===== config.mk =====
export PLATFORM = sky130hd
export DESIGN_NAME = plob_ctrl
export DESIGN_NICKNAME = d
export VERILOG_FILES = /design/src/rtl/plob_pkg.sv /design/src/rtl/plob_ctrl.sv
export SDC_FILE = /design/constraint.sdc
export NUM_CORES = 1
export LEC_CHECK = 0
export CAP_MARGIN = 15
export CORE_AREA = 5 5 42 44
export DETAILED_ROUTE_END_ITERATION = 12
export DIE_AREA = 0 0 47 49
export DONT_BUFFER_PORTS = 1
export HOLD_SLACK_MARGIN = 0.03
export PLACE_DENSITY = 0.39
export SETUP_SLACK_MARGIN = 0.05
export SYNTH_ARGS = -nofsm -noshare
export SYNTH_HDL_FRONTEND = slang
export SYNTH_SLANG_ARGS = --single-unit

===== constraint.sdc =====
create_clock -name clk -period 2.23 [get_ports clk]
set_input_delay 0.446 -clock clk [delete_from_list [all_inputs] [get_ports clk]]
set_output_delay 0.446 -clock clk [all_outputs]
set_load 0.01 [all_outputs]

===== src/rtl/plob_pkg.sv =====
// Shared types and constants for the price level order book.
`timescale 1ns / 1ps
package plob_pkg;

  localparam int unsigned LEVELS_DEF = 64;
  localparam int unsigned PW = 63;
  localparam int unsigned QW = 64;

  typedef enum logic [1:0] {
    OP_DELTA = 2'd0,
    OP_SNAP_START = 2'd1,
    OP_SNAP_LEVEL = 2'd2,
    OP_RESET = 2'd3
  } opcode_t;

  // Controller to datapath.
  typedef struct packed {
    logic load;      // capture input request
    logic scan_init; // restart scan pointer and accumulators
    logic scan_step; // evaluate one slot per side
    logic apply;     // perform update at found/free slot
    logic out_load;  // capture result into output register
  } plob_cmd_t;

  // Datapath to controller.
  typedef struct packed {
    logic scan_last; // current slot is the last one
    logic do_update; // request needs a table update
  } plob_sts_t;

endpackage


===== src/rtl/plob_ctrl.sv =====
// Controller state machine for the price level order book.
`timescale 1ns / 1ps
module plob_ctrl (
  input  logic                clk,
  input  logic                rst_n,
  input  logic                in_valid,
  output logic                in_ready,
  output logic                out_valid,
  input  logic                out_ready,
  input  plob_pkg::plob_sts_t sts,
  output plob_pkg::plob_cmd_t cmd
);

  typedef enum logic [4:0] {
    ST_IDLE  = 5'b00001,
    ST_FIND  = 5'b00010,
    ST_APPLY = 5'b00100,
    ST_BEST  = 5'b01000,
    ST_DONE  = 5'b10000
  } state_t;

  state_t state_r, state_nxt;
  logic out_valid_r, out_valid_nxt;

  // Output register frees the pipe: a new request may start while a result waits,
  // but the result of the next request can only land once the old one is gone.
  assign in_ready  = (state_r == ST_IDLE);
  assign out_valid = out_valid_r;

  always_comb begin
    state_nxt = state_r;
    out_valid_nxt = out_valid_r;
    cmd = '0;
    if (out_valid_r && out_ready) begin
      out_valid_nxt = 1'b0;
    end
    unique case (state_r)
      ST_IDLE: begin
        if (in_valid) begin
          cmd.load = 1'b1;
          cmd.scan_init = 1'b1;
          state_nxt = ST_FIND;
        end
      end
      ST_FIND: begin
        // One pass over the side to find a match or the first free slot.
        if (!sts.do_update) begin
          cmd.scan_init = 1'b1;
          state_nxt = ST_BEST;
        end else begin
          cmd.scan_step = 1'b1;
          if (sts.scan_last) begin
            state_nxt = ST_APPLY;
          end
        end
      end
      ST_APPLY: begin
        cmd.apply = 1'b1;
        cmd.scan_init = 1'b1;
        state_nxt = ST_BEST;
      end
      ST_BEST: begin
        cmd.scan_step = 1'b1;
        if (sts.scan_last) begin
          state_nxt = ST_DONE;
        end
      end
      ST_DONE: begin
        if (!out_valid_r || out_ready) begin
          cmd.out_load = 1'b1;
          out_valid_nxt = 1'b1;
          state_nxt = ST_IDLE;
        end
      end
      default: state_nxt = ST_IDLE;
    endcase
  end

  always_ff @(posedge clk) begin
    if (!rst_n) begin
      state_r <= ST_IDLE;
      out_valid_r <= 1'b0;
    end else begin
      state_r <= state_nxt;
      out_valid_r <= out_valid_nxt;
    end
  end

endmodule


==> results of run 1 <==
[metal layers]
| metal | up-vias | track usage | part of all wire |
|---|---|---|---|
| met3 | 5 | 0.0332 | 0.040 |
| met2 | 12 | 0.152 | 0.52 |
| met4 | 0 | 0.0691 | 0.030 |
| met1 | 175 | 0.124 | 0.41 |
| li1 | 193 | - | - |
| met5 | - | 0 | 0 |
[worst reg2reg max path, stage by stage, from the launching register on]
cell and delay, ns:
dfxtp_1 0.47, or4b_4 0.52, a221o_1 0.37, a221o_1 0.33
[power groups by stage]
| stage | Clock (mW) | Sequential (mW) | Combinational, mW |
|---|---|---|---|
| after floorplan | 0 | 0.116 | 0.0450 |
| after global placement | 0 | 0.124 | 0.0446 |
| after detailed placement | 0 | 0.124 | 0.0435 |
| after CTS | 0.105 | 0.122 | 0.0437 |
| after global routing | 0.112 | 0.124 | 0.0490 |
| final | 0.103 | 0.122 | 0.0435 |
[through the flow]
| stage | util | hold slack, ns | cell area [um2] |
|---|---|---|---|
| global placement | 0.298 | 0.551 | 418 |
| global route | 0.314 | 0.306 | 440 |
| CTS | 0.314 | 0.318 | 440 |
| finish | 0.314 | 0.321 | 440 |
| floorplan | - | 0.510 | 392 |
| detailed placement | 0.298 | 0.563 | 418 |
[worst min path at each step]
stage / from / end / slack, ns / cells after the start
2_1_floorplan: state_r[3]$_SDFFE_PN0P_ / state_r[3]$_SDFFE_PN0P_ / 0.51 / 2
3_3_place_gp: state_r[3]$_SDFFE_PN0P_ / state_r[3]$_SDFFE_PN0P_ / 0.55 / 2
3_5_place_dp: state_r[1]$_SDFFE_PN0P_ / state_r[1]$_SDFFE_PN0P_ / 0.56 / 2
4_1_cts: rst_n / state_r[4]$_SDFFE_PN0P_ / 0.32 / 1
5_1_grt: rst_n / state_r[4]$_SDFFE_PN0P_ / 0.31 / 1
6_report: rst_n / state_r[4]$_SDFFE_PN0P_ / 0.32 / 1
[state kept, by name (all words and copies together) (netlist names)]
name       count
state_r        5
out_valid      1
[area by class of cell]
| class | count | area (um2) | area share |
|---|---|---|---|
| clock buffers | 3 | 22.5 | 0.0511 |
| flip-flops and latches | 6 | 120 | 0.273 |
| multi-input cells | 39 | 240 | 0.545 |
| repair buffers | 3 | 22.5 | 0.0511 |
| well taps | 16 | 20.0 | 0.0455 |
| inverters | 4 | 15.0 | 0.0341 |
[kinds of logic (layout without fill, tap and decap cells)]
kind of cell | count (synthesis) | after routing
flops | 6 | 6
buf+inv | 7 | 10
simple gates | 27 | 27
compound gates | 12 | 12
[synthesized netlist by cell type]
master	instances	area, um2
o22ai_1	1	6.26
clkbuf_1	1	3.75
nor2_1	5	18.8
a21o_1	1	7.51
a221o_1	2	20.0
nor3_1	2	10.0
nor4_1	1	6.26
or4_1	1	7.51
and4_1	1	8.76
or4b_4	1	13.8
nand3b_1	2	15.0
o21ai_0	1	5.00
dfxtp_1	6	120
nor2b_1	1	6.26
a2111oi_0	1	8.76
nand2b_1	4	25.0
and3_1	1	6.26
or2b_2	1	8.76
and2_1	1	6.26
a21oi_1	5	25.0
nand2_1	5	18.8
or2b_1	1	7.51
inv_1	4	15.0
o32ai_1	1	8.76
buf_4	1	7.51
buf_2	1	5.00
==> results by group, run 1 <==
Status
  – Status: complete, no violations

STA
  – Final Critical Period: around 2 ns
  – Fin. max-slew vios: 0
  – Setup TNS: 0 ns
  – Slew HR: 0.760
  – Setup Skew: between 0.005 and 0.006 ns
  – Final Worst Setup Slack: ~0.19 ns
  – F_max: 490 MHz
  – RSZ-0062 raised after global routing: false
  – Fin. Hold Viols: 0
  – Actual slew at the worst max-slew pin: 0.351 ns
  – Final setup viols: 0
  – Period utilization: 0.915

Clocking
  – Worst-path clk slew: about 0.050 ns
  – H-tree depth: 1
  – # clock sinks: 6
  – Worst skew pair latency: about 0.25 ns
  – Root Driver: clkbuf_4
  – Post-cts resize count: 0
  – CTS buffer count: 3
  – Maximum clock insertion buffer count: 2
  – Setup Fix Bufs, Post-CTS: 0
  – CTS tree: done
  – Hold_buf cts: 0

Drt
  – DRT Wirelength: a little under 1000 um
  – DRC Markers: 0
  – DR pass1 iterations: 4
  – Routed vias/inst: 5.42
  – DR vias: just under 400
  – Wire length per cell: 13.7 um
  – Iteration-0 DRC Markers: 21
  – Final ANT Viol Nets: 0

Placed design
  – IO buf count: 0
  – Routability-driven placement congestion ratio: between 0.7 and 0.8
  – DP Worst Slack: 0.454 ns
  – Placed cell count: 68
  – Hpwl dp: about 760 um

Final layout
  – Most frequent cells in the layout: dfxtp_1 (6), nor2_1 (5), nand2_1 (5), a21oi_1 (5)
  – Final cell count without fillers: 71
  – N_diodes: 0
  – Area grow syn2layout: 12.5%
  – Commonest non-fill, non-tap cell in the layout: dfxtp_1
  – Fillers: between 150 and 200
  – Layout cell share with drive strength beyond 1: 0.145
  – NumNets Final: 63

Synthesis
  – Post-synthesis mux area share: 0
  – Area of the mapped netlist: 392 um2
  – Synth Net Count: between 50 and 60
  – Post-synthesis simple-gate area fraction: 0.406
  – Complex-gate fraction of the synthesized area: 0.208
  – Adder-Cell Fraction of Synth Area: 0
  – Largest family of logic cells by synthesized area: simple AND/OR/NAND/NOR gates
  – Synth cell types: 26
  – Yosys warnings: 0
  – #FFs+latches synth: 6
  – Sequential area share after synthesis: 0.307
  – Syn avg cell area: between 7 and 8 um2
  – Cell count after synthesis: 52
  – Post-synthesis xor/xnor area fraction: 0

Pwr
  – Clk pwr share: 0.384
  – Sw power: 0.0764 mW
  – Net Sw Frac: 0.284
  – Internal Pwr Total: about 0.19 mW
  – Peak supply drop: ~230 uV
  – Pwr Density: ~600 nW/um2
  – P_leak: between 0.15 and 0.2 nW
  – Part of the power in registers: 0.455
  – Overall power: approximately 0.27 mW
  – Comb power frac: 0.161

Setup path
  – Critical path cell sequence: or4b_4 > nor3_1 > nor2_1 > nand2_1
  – CP endpoint: cmd[3]
  – Worst path arrival time: 1.59 ns
  – CP max stage delay: roughly 0.52 ns
  – Critical path's top delay family: simple AND/OR/NAND/NOR gates
  – Crit path kind: reg2out
  – Worst Path Max Fanout: 9
  – CP startpoint: state_r[1]$_SDFFE_PN0P_
  – Slowest cell on crit path: or4b_4
  – FF-to-FF setup slack: roughly 0.42 ns
  – FF-to-FF End: state_r[0]$_SDFFE_PN1P_
  – Crit path capture type: output port
  – R2R depth: 3
  – Crit. path cell count: 4
  – WP buf/inv: 0
  – Worst setup SP type: register
  – CP Data Required Time: roughly 1.8 ns
  – Worst r2r src: state_r[1]$_SDFFE_PN0P_

GRT
  – Grt ovf: 0
  – Vias in the first global route: 364
  – Pin count of the biggest net entering global routing: 12
  – Global-route wire length before repair: about 1700 um
  – Total track usage: 0.104
  – Initial antenna violation count: 0

Die
  – # IOs: 13
  – Effective utilization at floorplan: 0.279
  – Full die area: about 2300 um2
  – DIE HEIGHT: ~50 um
  – Die W: around 47 um
  – Rows: 14
  – Core ar.: about 1400 um2

Min path
  – HP Class: in2reg

Job
  – Number of max-cap violations: 0
(Power assumes the default switching activity.)
==> run 2: changes to the inputs <==
PLACE_DENSITY = default   (was 0.39)
SLEW_MARGIN = 10   (was default)
==> run 2 against run 1 <==
Compared with the run above: sequential cell count stayed put; worst hold slack worse by 0.0042 ns; die area stayed put; critical path type unchanged; critical endpoint unchanged; largest power group unchanged.
==> results by group, run 2 (synthesis results as in run 1) <==
Clocking
  – Hold_buf cts: 0
  – # clock sinks: 6
  – Post-cts resize count: 0
  – Setup Fix Bufs, Post-CTS: 0
  – Root Driver: clkbuf_4
  – Worst skew pair latency: around 0.25 ns
  – CTS tree: done
  – CTS buffer count: 3
  – H-tree depth: 1
  – Worst-path clk slew: ~0.04 ns
  – Maximum clock insertion buffer count: 2

Final layout
  – N_diodes: 0
  – Sequential Area: 120 um2
  – Most frequent cells in the layout: dfxtp_1 (6), nor2_1 (5), nand2_1 (5), a21oi_1 (5)
  – Fillers: ~160
  – Area occupied by multi-input gates: approximately 240 um2
  – NumNets Final: 63
  – Fin area: approximately 440 um2
  – Layout cell share with drive strength beyond 1: 0.145
  – Max reg flops: 5
  – Commonest non-fill, non-tap cell in the layout: dfxtp_1
  – Area grow syn2layout: 12.5%
  – Biggest register: state_r

Min path
  – HP Class: in2reg
  – Hold path start: rst_n
  – Min-Delay Endpoint: state_r[4]$_SDFFE_PN0P_
  – Hold Path Depth: 1

Pwr
  – Pwr Density: a little over 600 nW/um2
  – Peak supply drop: ~300 uV
  – Overall power: ~0.27 mW
  – P_leak: ~0.17 nW

Drt
  – DR vias: between 300 and 400
  – Final ANT Viol Nets: 0
  – DR pass1 iterations: 4
  – Iteration-0 DRC Markers: 6
  – Routed vias/inst: 5.51
  – Wire length per cell: approximately 14 um
  – DRC Markers: 0
  – DRT Wirelength: approximately 1000 um

Setup path
  – Crit path capture type: output port
  – Worst Path Max Fanout: 9
  – CP Data Required Time: between 1.5 and 2 ns
  – Slowest cell on crit path: or4b_4
  – Critical path cell sequence: or4b_4 > nor3_1 > nor2_1 > nand2_1
  – Worst r2r src: state_r[1]$_SDFFE_PN0P_
  – Critical path's top delay family: simple AND/OR/NAND/NOR gates
  – WP buf/inv: 0
  – CP max stage delay: 0.52 ns
  – FF-to-FF setup slack: 0.47 ns
  – FF-to-FF End: state_r[0]$_SDFFE_PN1P_
  – Worst path arrival time: approximately 1.6 ns
  – Worst setup SP type: register
  – Crit path kind: reg2out
  – R2R depth: 3

STA
  – Fin. max-slew vios: 0
  – F_max: 494 MHz
  – Final setup viols: 0
  – Final Critical Period: ~2 ns
  – Setup TNS: 0 ns
  – Slew HR: 0.724
  – Period utilization: 0.908
  – RSZ-0062 raised after global routing: false
  – Actual slew at the worst max-slew pin: about 0.40 ns
  – Setup Skew: approximately 0.0018 ns
  – Fin. Hold Viols: 0

Die
  – Full die area: between 2000 and 2500 um2
  – DIE HEIGHT: 49 um
  – Core ar.: 1400 um2
  – # IOs: 13
  – Rows: 14
  – Die W: ~47 um
  – Effective utilization at floorplan: 0.279

Placed design
  – IO buf count: 0
  – Area after DPL: between 400 and 500 um2
  – Hpwl dp: roughly 730 um
  – Routability-driven placement congestion ratio: 0.839

GRT
  – Global-route wire length before repair: between 1500 and 2000 um
  – Pin count of the biggest net entering global routing: 12
  – Grt ovf: 0
  – Initial antenna violation count: 0
  – Vias in the first global route: approximately 370
  – Total track usage: 0.0930

Status
  – Status: complete, no violations

Job
  – Number of max-cap violations: 0
## run 2: cell counts in the layout (fill, tap and decap cells not counted)
No cell type changed its count.
## run 2: worst max-delay path by stage
stage               depth (start not counted)                     from     end  slack, ns
finish                                      4  state_r[1]$_SDFFE_PN0P_  cmd[3]       0.20
global route                                4  state_r[1]$_SDFFE_PN0P_  cmd[3]       0.09
CTS                                         4  state_r[1]$_SDFFE_PN0P_  cmd[3]       0.20
detailed placement                          4  state_r[1]$_SDFFE_PN0P_  cmd[3]       0.47
global placement                            4  state_r[1]$_SDFFE_PN0P_  cmd[3]       0.46
floorplan                                   4  state_r[2]$_SDFFE_PN0P_  cmd[3]       0.46
## run 2: per-stage QoR
step	utilization	cells	setup slack, ns	hold WS, ns
floorplan	-	52	0.461	0.510
global placement	0.298	68	0.460	0.542
detailed placement	0.298	68	0.471	0.550
CTS	0.314	71	0.202	0.318
global route	0.314	71	0.0878	0.312
finish	0.314	71	0.204	0.317
## run 2: final cells by class
| class | count | share of cell area |
|---|---|---|
| Inverter | 4 | 0.0341 |
| Clock buffer | 3 | 0.0511 |
| Timing Repair Buffer | 3 | 0.0511 |
| Sequential cell | 6 | 0.273 |
| Multi-Input combinational cell | 39 | 0.545 |
| Tap cell | 16 | 0.0455 |
## run 2: layer usage
layer / part of all wire / routed length, um / vias up / global-route usage
met5: 0 / 0 / - / 0
met4: 0.0082 / 8 / 0 / 0.0276
met3: 0.090 / 88 / 2 / 0.0812
met2: 0.46 / 454 / 17 / 0.136
met1: 0.44 / 430 / 182 / 0.0967
li1: - / - / 190 / -
## run 2: power by group
group | total, mW | internal, mW | switching [mW]
Combinational | 0.0440 | 0.0197 | 0.0243
Clock | 0.100 | 0.0609 | 0.0396
Sequential | 0.123 | 0.112 | 0.0109
